<file path="src/bisq_pkg.sv">
`default_nettype none
package bisq_pkg;

  // Modulus that the configuration register holds after reset.
  localparam logic [63:0] RESET_MODULUS = 64'd1000000007;

endpackage
`default_nettype wire

</file>
<file path="src/bisq_if.sv">
`default_nettype none
interface bisq_req_if #(
  parameter int VALUE_BITS = 31
);
  logic                  valid;
  logic                  ready;
  logic [VALUE_BITS-1:0] choose_count;
  logic [VALUE_BITS-1:0] square_value;

  modport source (output valid, output choose_count, output square_value, input ready);
  modport sink (input valid, input choose_count, input square_value, output ready);
endinterface

interface bisq_res_if #(
  parameter int VALUE_BITS = 31
);
  logic                  valid;
  logic                  ready;
  logic [VALUE_BITS-1:0] binomial_mod;

  modport source (output valid, output binomial_mod, input ready);
  modport sink (input valid, input binomial_mod, output ready);
endinterface
`default_nettype wire

</file>
<file path="src/binomial_of_isqrt_mod_prime.sv">
`default_nettype none
// Binomial coefficient of an integer square root, modulo a configurable prime.
// Each request carries a count n and a value x; the block forms m = isqrt(x)
// exactly and returns C(m, n) mod p, or 0 when m < n or p < 2. All modular
// products run on a single shift-and-add modular multiplier that retires
// one multiplier bit per cycle, driven by a small sequencer. A modular product
// is issued, steps through the significant bits of the multiplier, ends when
// the multiplier runs out, and is written back. One request first forms the
// root, then takes m products for m!, up to 2*VALUE_BITS products for the
// Fermat inverse, m products for the downward walk, and two final products.
// In the factorial and the downward walk the multiplier is at most m; with the
// default 31-bit width the largest root is 46340. A request whose root is
// below n, or whose modulus is below two, finishes right after the root. The
// block takes one request at a time and holds ready low until the result has
// been taken. The user must write the modulus register with cfg_we and
// cfg_data only while the block is idle; the block does not enforce this. The
// register resets to 1000000007.
module binomial_of_isqrt_mod_prime #(
  parameter int VALUE_BITS = 31
) (
  input  wire logic                  clk,
  input  wire logic                  rst,
  bisq_req_if.sink                   request,
  bisq_res_if.source                 result,
  input  wire logic                  cfg_we,
  input  wire logic [VALUE_BITS-1:0] cfg_data
);
  import bisq_pkg::*;

  localparam int W    = VALUE_BITS;
  localparam int HB   = (W + 1) / 2;          // width of the root
  localparam int TOPB = ((W - 1) / 2) * 2;    // first trial bit of the root

  typedef enum logic [3:0] {
    S_IDLE, S_SQRT, S_CHECK, S_FACT, S_FACT_WB, S_POW, S_POW_R, S_POW_B,
    S_DOWN, S_DOWN_WB, S_FIN_A, S_FIN_B, S_MUL, S_DONE
  } state_t;

  state_t          state, ret;
  logic [W-1:0]    modulus;
  logic [W-1:0]    p, n, rem, res, sbit;
  logic [HB-1:0]   m, k, cnt;
  logic [W-1:0]    imod, fact, r, base, e, inv_n, inv_k, ans;
  logic [W-1:0]    ma, mb, acc;

  // Shared arithmetic: modular additions for the multiplier, the root's trial sum, and the counter steps.
  logic [W:0]      acc_sum, a_sum, root_trial, inc_imod;
  logic [W-1:0]    acc_add, a_dbl;
  logic [HB-1:0]   cnt_m1;

  always_comb begin
    acc_sum    = {1'b0, acc} + {1'b0, ma};
    acc_add    = (acc_sum >= {1'b0, p}) ? W'(acc_sum - {1'b0, p}) : acc_sum[W-1:0];
    a_sum      = {1'b0, ma} + {1'b0, ma};
    a_dbl      = (a_sum >= {1'b0, p}) ? W'(a_sum - {1'b0, p}) : a_sum[W-1:0];
    root_trial = {1'b0, res} + {1'b0, sbit};
    inc_imod   = {1'b0, imod} + {{W{1'b0}}, 1'b1};
    cnt_m1     = cnt - HB'(1);
  end

  assign request.ready       = (state == S_IDLE);
  assign result.valid        = (state == S_DONE);
  assign result.binomial_mod = ans;

  always_ff @(posedge clk) begin
    if (rst) begin
      state   <= S_IDLE;
      ret     <= S_IDLE;
      modulus <= RESET_MODULUS[W-1:0];
    end else begin
      if (cfg_we) begin
        modulus <= cfg_data;
      end
      case (state)
        S_IDLE: begin
          if (request.valid) begin
            n     <= request.choose_count;
            rem   <= request.square_value;
            res   <= '0;
            sbit  <= W'(1) << TOPB;
            p     <= modulus;
            state <= S_SQRT;
          end
        end
        S_SQRT: begin
          if ({1'b0, rem} >= root_trial) begin
            rem <= W'({1'b0, rem} - root_trial);
            res <= (res >> 1) + sbit;
          end else begin
            res <= res >> 1;
          end
          sbit <= sbit >> 2;
          if (sbit[1:0] != 2'b00) begin
            state <= S_CHECK;
          end
        end
        S_CHECK: begin
          m <= res[HB-1:0];
          if (p < W'(2) || res < n) begin
            ans   <= '0;
            state <= S_DONE;
          end else begin
            k     <= HB'(res - n);
            fact  <= W'(1);
            cnt   <= '0;
            imod  <= '0;
            state <= S_FACT;
          end
        end
        S_FACT: begin
          if (cnt == m) begin
            r     <= W'(1);
            base  <= fact;
            e     <= p - W'(2);
            state <= S_POW;
          end else begin
            cnt   <= cnt + HB'(1);
            ma    <= fact;
            mb    <= (inc_imod == {1'b0, p}) ? '0 : inc_imod[W-1:0];
            imod  <= (inc_imod == {1'b0, p}) ? '0 : inc_imod[W-1:0];
            acc   <= '0;
            ret   <= S_FACT_WB;
            state <= S_MUL;
          end
        end
        S_FACT_WB: begin
          fact  <= acc;
          state <= S_FACT;
        end
        S_POW: begin
          if (e == '0) begin
            inv_n <= (n == W'(m)) ? r : '0;
            inv_k <= (k == m) ? r : '0;
            state <= S_DOWN;
          end else if (e[0]) begin
            ma <= r; mb <= base; acc <= '0;
            ret <= S_POW_R; state <= S_MUL;
          end else begin
            ma <= base; mb <= base; acc <= '0;
            ret <= S_POW_B; state <= S_MUL;
          end
        end
        S_POW_R: begin
          r  <= acc;
          ma <= base; mb <= base; acc <= '0;
          ret <= S_POW_B; state <= S_MUL;
        end
        S_POW_B: begin
          base  <= acc;
          e     <= e >> 1;
          state <= S_POW;
        end
        S_DOWN: begin
          if (cnt == '0) begin
            ma <= fact; mb <= inv_n; acc <= '0;
            ret <= S_FIN_A; state <= S_MUL;
          end else begin
            ma <= r; mb <= imod; acc <= '0;
            ret <= S_DOWN_WB; state <= S_MUL;
          end
        end
        S_DOWN_WB: begin
          r <= acc;
          if (W'(cnt_m1) == n) inv_n <= acc;
          if (cnt_m1 == k) inv_k <= acc;
          cnt   <= cnt_m1;
          imod  <= (imod == '0) ? p - W'(1) : imod - W'(1);
          state <= S_DOWN;
        end
        S_FIN_A: begin
          ma <= acc; mb <= inv_k; acc <= '0;
          ret <= S_FIN_B; state <= S_MUL;
        end
        S_FIN_B: begin
          ans   <= acc;
          state <= S_DONE;
        end
        S_MUL: begin
          // One multiplier bit per cycle: acc += a when the bit is set, a doubles.
          if (mb == '0) begin
            state <= ret;
          end else begin
            if (mb[0]) acc <= acc_add;
            ma <= a_dbl;
            mb <= mb >> 1;
          end
        end
        S_DONE: begin
          if (result.ready) begin
            state <= S_IDLE;
          end
        end
        default: begin
          state <= S_IDLE;
        end
      endcase
    end
  end

`ifndef SYNTHESIS
  // A delivered result is always a residue of the active modulus.
  a_res_range: assert property (@(posedge clk) disable iff (rst)
    result.valid |-> (result.binomial_mod == '0 || result.binomial_mod < p))
    else $error("result not reduced");
  // The multiplier accumulator stays reduced while it runs.
  a_acc_range: assert property (@(posedge clk) disable iff (rst)
    (state == S_MUL && mb != '0) |-> (acc < p))
    else $error("accumulator out of range");
  // A request is never taken while a result is still offered.
  a_one_at_a_time: assert property (@(posedge clk) disable iff (rst)
    !(request.ready && result.valid))
    else $error("ready while result pending");
  // Once a result is offered it stays until taken.
  a_hold: assert property (@(posedge clk) disable iff (rst)
    (result.valid && !result.ready) |=> (result.valid && $stable(result.binomial_mod)))
    else $error("result dropped");
`endif

endmodule
`default_nettype wire

</file>
<file path="src/flat_wrapper.sv">
// flat-port wrapper written by rule: the top's interface ports become plain ports
module binomial_of_isqrt_mod_prime_flat import bisq_pkg::*;
#(
  parameter int VALUE_BITS = 31
)
  (clk, rst, cfg_we, cfg_data, request_valid, request_choose_count, request_square_value, request_ready, result_valid, result_binomial_mod, result_ready);
  bisq_req_if #(.VALUE_BITS(VALUE_BITS)) request_i ();
  bisq_res_if #(.VALUE_BITS(VALUE_BITS)) result_i ();
  input  wire logic clk;
  input  wire logic rst;
  input  wire logic cfg_we;
  input  wire logic [VALUE_BITS-1:0] cfg_data;
  input wire logic [$bits(request_i.valid)-1:0] request_valid;
  input wire logic [$bits(request_i.choose_count)-1:0] request_choose_count;
  input wire logic [$bits(request_i.square_value)-1:0] request_square_value;
  output wire logic [$bits(request_i.ready)-1:0] request_ready;
  output wire logic [$bits(result_i.valid)-1:0] result_valid;
  output wire logic [$bits(result_i.binomial_mod)-1:0] result_binomial_mod;
  input wire logic [$bits(result_i.ready)-1:0] result_ready;
  assign request_i.valid = request_valid;
  assign request_i.choose_count = request_choose_count;
  assign request_i.square_value = request_square_value;
  assign request_ready = request_i.ready;
  assign result_valid = result_i.valid;
  assign result_binomial_mod = result_i.binomial_mod;
  assign result_i.ready = result_ready;
  binomial_of_isqrt_mod_prime #(.VALUE_BITS(VALUE_BITS)) u_core (.clk(clk), .rst(rst), .request(request_i), .result(result_i), .cfg_we(cfg_we), .cfg_data(cfg_data));
endmodule
</file>
<file path="config.mk">
export PLATFORM = sky130hd
export DESIGN_NAME = binomial_of_isqrt_mod_prime_flat
export DESIGN_NICKNAME = d
export VERILOG_FILES = /design/src/bisq_pkg.sv /design/src/bisq_if.sv /design/src/binomial_of_isqrt_mod_prime.sv /design/src/flat_wrapper.sv
export SDC_FILE = /design/constraint.sdc
export NUM_CORES = 1
export LEC_CHECK = 0
export BUFFER_PORTS_ARGS = -buffer_cell sky130_fd_sc_hd__buf_2
export CAP_MARGIN = 20
export CELL_PAD_IN_SITES_DETAIL_PLACEMENT = 1
export CELL_PAD_IN_SITES_GLOBAL_PLACEMENT = 2
export CORE_MARGIN = 5
export CORE_UTILIZATION = 39
export CTS_BUF_LIST = sky130_fd_sc_hd__clkbuf_8 sky130_fd_sc_hd__clkbuf_16
export CTS_CLUSTER_SIZE = 20
export DETAILED_ROUTE_END_ITERATION = 8
export GPL_TIMING_DRIVEN = 0
export PLACE_DENSITY_LB_ADDON = 0.1
export SYNTH_ARGS = -nofsm -noshare
export SYNTH_HDL_FRONTEND = slang
export SYNTH_SLANG_ARGS = --single-unit
</file>
<file path="constraint.sdc">
create_clock -name clk -period 27 [get_ports clk]
set_input_delay 2.7 -clock clk [delete_from_list [all_inputs] [get_ports clk]]
set_output_delay 2.7 -clock clk [all_outputs]
set_load 0.02 [all_outputs]
</file>
Yosys cells after proc, flatten, opt, wreduce, memory -nomap -nowiden

Index checks and enable logic that the tools add are counted.
Widths: inputs -> output; s select.

Logic and storage cells: 176
Register bits after elaboration: 583
Input port bits: 98
Output and inout bits: 33

Mux-type cells: 64
Reductions and logical operators: 35
Add/sub/neg operators: 14
Bitwise gates (word level): 2
Equality and inequality tests: 34
Magnitude comparators: 5

Operators with widths:

| operator              | number |
|---|---|
| $mux 31               | 34 |
| $pmux 31 s2           | 10 |
| $pmux 31 s6           | 2 |
| $pmux 31 s4           | 1 |
| $add 31x31->32        | 3 |
| $logic_not 31->1      | 3 |
| $pmux 31 s3           | 1 |
| $sub 31x31->31        | 3 |
| $ge 32x31->1          | 2 |
| $sub 31x1->31 const B | 2 |
| $eq 16x16->1          | 3 |
| $pmux 16 s3           | 1 |
| $pmux 4 s12           | 1 |
| $add 31x1->32 const B | 1 |
| $eq 32x31->1          | 1 |
| $ge 31x32->1          | 1 |
| $mux 16               | 2 |
| $mux 4                | 8 |
| $add 30x31->31        | 1 |
| $eq 16x31->1          | 1 |
| $eq 31x16->1          | 1 |
| $lt 31x2->1 const B   | 1 |
| $lt 31x31->1          | 1 |
| $sub 31x2->31 const B | 1 |
| 29 further kinds      | 69 |

Depth between registers and ports, before layout

Word-level depth: 6
Mapped depth: 25
Gate-level depth less buffers: 23

Worst setup path before layout

OpenSTA, ideal clock, no wires.

Path kind: input to register
From: input port rst
To: register u_core.acc[0] (enable)
Buffers on the path: 0
Arrival: 13.832 ns
Data required time: 26.610 ns
Stages: 2
Setup time: 0.390 ns
Path slack: 12.778 ns
Cell sequence: a2111oi_0 > o21a_1

Longest elaborated chain between the ends: 2

Ends and longest elaborated chain:

| element                    | line                               | RTL |
|---|---|---|
| from (decl)                | flat_wrapper.sv:10                 | `input wire logic rst;` |
| $not 1->1 (no line)        | -                                  |  |
| $reduce_and 6->1 (no line) | -                                  |  |
| to (signal assigned)       | binomial_of_isqrt_mod_prime.sv:121 | `acc <= '0;` |
| to (signal assigned)       | binomial_of_isqrt_mod_prime.sv:136 | `ma <= r; mb <= base; acc <= '0;` |
| to (signal assigned)       | binomial_of_isqrt_mod_prime.sv:139 | `ma <= base; mb <= base; acc <= '0;` |
| to (decl)                  | binomial_of_isqrt_mod_prime.sv:44  | `logic [W-1:0] ma, mb, acc;` |

No other way between the ends.
A chain may end at the register's enable or synchronous reset.

Final worst setup path

From: register u_core.acc[0]
To: register u_core.acc[29] (data pin)

Longest elaborated chain between the ends: 6
Elaborated cells between the ends (all ways): 7
Classes of those cells: add/sub: 2; order compare: 1; mux: 4

Ends and longest elaborated chain:

| element                                        | line                               | RTL |
|---|---|---|
| $add 31x31->32 (*)                             | binomial_of_isqrt_mod_prime.sv:52  | `acc_sum = {1'b0, acc} + {1'b0, ma};` |
| $sub 31x31->31 or $ge 32x31->1 (tied branches) | binomial_of_isqrt_mod_prime.sv:53  | `acc_add = (acc_sum >= {1'b0, p}) ? W'(acc_sum - {1'b0, p}) : acc_sum[W-1:0];` |
| $mux 31 (*)                                    | binomial_of_isqrt_mod_prime.sv:53  |  |
| $mux 31 (*)                                    | binomial_of_isqrt_mod_prime.sv:183 | `if (mb[0]) acc <= acc_add;` |
| $mux 31 (*)                                    | binomial_of_isqrt_mod_prime.sv:180 | `if (mb == '0) begin` |
| $pmux 31 s4 (*)                                | binomial_of_isqrt_mod_prime.sv:74  | `case (state)` |

Mark *: on every way between the ends. The rest lies on a longest branch, timed or not. The select of a mux whose other input is x is not followed.

==> impl_metrics.ini <==
[layout]
fin_cells = 5411
fin_area_um2 = 43200
drive_gt1_share_pct = 9.22
final_util_pct = 44.6
area_growth_pct = 13.5
nNetsFinal = 4375

[synthesis]
yosys.area.top_type = edfxtp_1
synthesis.nets = 4137
netlist-cell-type-count = 88
syn_area_um2 = 38100
async_reset_ff_share_pct = 0
synth-seq-area-share_pct = 43.8
ys_ff_latch = 568
synthCells = 3840
synth.area.top_cells = edfxtp_1 42%, ha_1 6.4%, xnor2_1 4.8%
synth_area_per_cell_um2 = 9.91
synth_top_area_share_pct = 41.7
yosys_most_used_dff = edfxtp_1
synth_warnings = 0
synth_edf_count = 529

[clocking]
clk_pin_slew_ps = 60
cts.repair.resized = 0
cts_htree_levels = 3
worstSkewPairLatency_ps = 640
cts_tree = built
clock_path_buffers = 3
root_buffer = clkbuf_16
cts_buffers = 71
cts-hold-fix-buffers = 0
clock_sinks = 568
post_cts_buffers = 0

[timing]
fin_crit_sh_pct = 28.4
finClkSkew_ps = 25.0
timing.final.crit_period_ps = 7650
fin_setup_tns_ps = 0
holdWs_ps = 426
hold_viol = 0
fmax_mhz = 131
slew_headroom_pct = 19.1
setup_viol = 0
final_max_slew_viol_count = 0
rsz0062_at_grt = false
worst_pin_slew_ps = 1210
worst_slack_ps = 19350

[placed_design]
hpwl_um = 117000
gp_congestion = 0.898
post_dp_cell_area_um2 = 40800
dpl_worst_slack_ps = 19540
dp_cells = 5278
portBuffers = 129

[die]
dieArea_um2 = 104000
core_um2 = 96900
die_width_um = 322
initial_utilization_pct = 39.3
die_h_um = 322
row_count = 114
io_pins = 131

[pwr]
power.leakage_nw = 15.7
p_per_area_nw_per_um2 = 112
vdd_drop_max_mv = 0.0795
total_power_mw = 4.86

[grt]
grtUsageTotal_pct = 27.8
grt_start_max_net_pins = 63
grt-ovfl-total = 0
grt_pass1_wl_um = 217000
antenna_found_initial = 4
grt_pass1_vias = 33000

[routing]
routed_wl_um = 148000
ant_nets = 0
post_drt_wl_per_cell_um = 27.4
drtIter0Drc = 3264
first_pass_iters = 7
num_vias = 32600
drc = 0
viasPerCell = 6.02

[setup_path]
worstSetupPathType = register to register
crit_required_ps = 27360
r2r_end = u_core.acc[29]$_SDFFCE_PN0P_
cp-endpoint = u_core.acc[29]$_SDFFCE_PN0P_
r2r-start = u_core.acc[0]$_SDFFCE_PN0P_
cp.arrival_ps = 8010
crit_fanout = 10
cp-start-kind = register
setup.worst_path.start = u_core.acc[0]$_SDFFCE_PN0P_
reg2reg_slack_ps = 19350
reg2reg_depth = 23
end_kind = register

[job]
maxCapViolCount = 0

[hold_path]
worstHoldPathType = register to register

[outcome]
status = finished, final reports clean
worst min path at each step:
| stage | startpoint | to | slack (ps) | cells after the start |
|---|---|---|---|---|
| after global placement | u_core.modulus[14]$_SDFFE_PP1P_ | u_core.p[14]$_DFFE_PP_ | 410 | 0 |
| after global routing | u_core.modulus[4]$_SDFFE_PP0P_ | u_core.p[4]$_DFFE_PP_ | 440 | 0 |
| after floorplan | u_core.modulus[0]$_SDFFE_PP1P_ | u_core.p[0]$_DFFE_PP_ | 400 | 0 |
| after CTS | u_core.modulus[24]$_SDFFE_PP1P_ | u_core.p[24]$_DFFE_PP_ | 430 | 0 |
| after detailed placement | u_core.modulus[24]$_SDFFE_PP1P_ | u_core.p[24]$_DFFE_PP_ | 410 | 0 |
| final | u_core.modulus[25]$_SDFFE_PP1P_ | u_core.p[25]$_DFFE_PP_ | 430 | 0 |
critical path, cell delays in order (launching register included):
cell and delay [ps]:
edfxtp_1 820, ha_1 440, fa_1 410, a21o_1 210, a211oi_1 360, o21ai_0 310, a21oi_1 330, nor2_1 90
a221o_1 330, a21oi_1 310, mux2i_1 150, nand3_1 90, ha_1 200, a21o_1 160, a21oi_1 80, o21ai_0 410
nor3_1 140, o21a_1 220, o31ai_1 340, a21oi_1 130, o221ai_1 800, clkbuf_1 660, mux2i_1 260, nor2_1 80
report_power, final:
| part | internal, mW | switching [mW] | leakage, nW |
|---|---|---|---|
| clock | 0.582 | 0.414 | 1.19 |
| combinational | 0.943 | 1.54 | 9.29 |
| sequential | 1.19 | 0.184 | 5.24 |
layer usage:
layer | vias to the layer above | global-route usage (%) | share of wire (%)
li1 | 15100 | - | -
met5 | - | 0 | 0.0088
met1 | 16300 | 36.7 | 43
met3 | 200 | 5.18 | 6.4
met4 | 2 | 8.87 | 3.6
met2 | 986 | 46.4 | 47
final cells by class:
type,count,area [µm²]
repair buffers,165,1060
plain buffers,218,855
diodes,2,5.00
fillers,10900,53600
clock buffers,78,1900
flip-flops and latches,568,16700
clock inverters,50,469
well taps,1276,1600
multi-input cells,2930,20200
inverters,124,468
synth_stat cells, types with 17 or more instances:
master and number:
edfxtp_1 529, nor2_1 319, nand2_1 266, a21oi_1 253
xnor2_1 208, ha_1 194, o21ai_0 193, clkbuf_1 181
xor2_1 135, inv_1 121, nor3_1 90, nor2b_1 85
nand3_1 81, and3_1 80, mux2i_1 74, nor4_1 65
a22o_1 63, nand4_1 63, a21o_1 60, and2_1 54
a31oi_1 51, a211oi_1 48, a222oi_1 40, dfxtp_1 39
mux2_2 35, o22ai_1 35, o21a_1 33, nand2b_1 30
a221o_1 27, o21bai_1 26, a211o_1 23, a221oi_1 22
or3_1 21, o31ai_1 19, o221ai_1 18, buf_1 17
buf_2 17
sequential cells by signal, summed over array words and instances (netlist names), 16 cells and up:
register	count
u_core.k	16
u_core.res	31
u_core.n	31
u_core.fact	31
u_core.r	31
u_core.ma	31
u_core.acc	31
u_core.e	31
u_core.cnt	16
u_core.sbit	16
u_core.base	31
u_core.p	31
u_core.result.binomial_mod	31
u_core.imod	31
u_core.inv_n	31
u_core.rem	31
u_core.mb	31
u_core.m	16
u_core.inv_k	31
u_core.modulus	31
kinds of logic after synthesis:
logic type,count (synthesis),share of synthesized area (%)
AOI/OAI and AO/OA,1060,19.1
buffers and inverters,342,3.47
adders and majority gates,199,6.64
xor gates and xnor gates,345,8.01
DFF,568,43.8
muxes,109,2.98
and+or+nand+nor,1217,16.1
cell usage in the layout (no fill, tap or decap), types with 39 or more instances in the layout:
master | Yosys | layout
a22o_1 | 63 | 63
mux2i_1 | 74 | 74
xnor2_1 | 208 | 208
nand4_1 | 63 | 63
nor2_1 | 319 | 314
a21oi_1 | 253 | 250
nor4_1 | 65 | 63
and2_1 | 54 | 54
buf_2 | 17 | 152
o21ai_0 | 193 | 192
nor2b_1 | 85 | 85
a222oi_1 | 40 | 40
clkbuf_1 | 181 | 181
edfxtp_1 | 529 | 529
nand3_1 | 81 | 81
dfxtp_1 | 39 | 39
inv_1 | 121 | 131
nor3_1 | 90 | 87
a21o_1 | 60 | 60
and3_1 | 80 | 80
xor2_1 | 135 | 135
clkbuf_16 | 0 | 73
a31oi_1 | 51 | 51
nand2_1 | 266 | 266
a211oi_1 | 48 | 48
ha_1 | 194 | 194
Note: power is estimated with default switching activity, not from simulation.
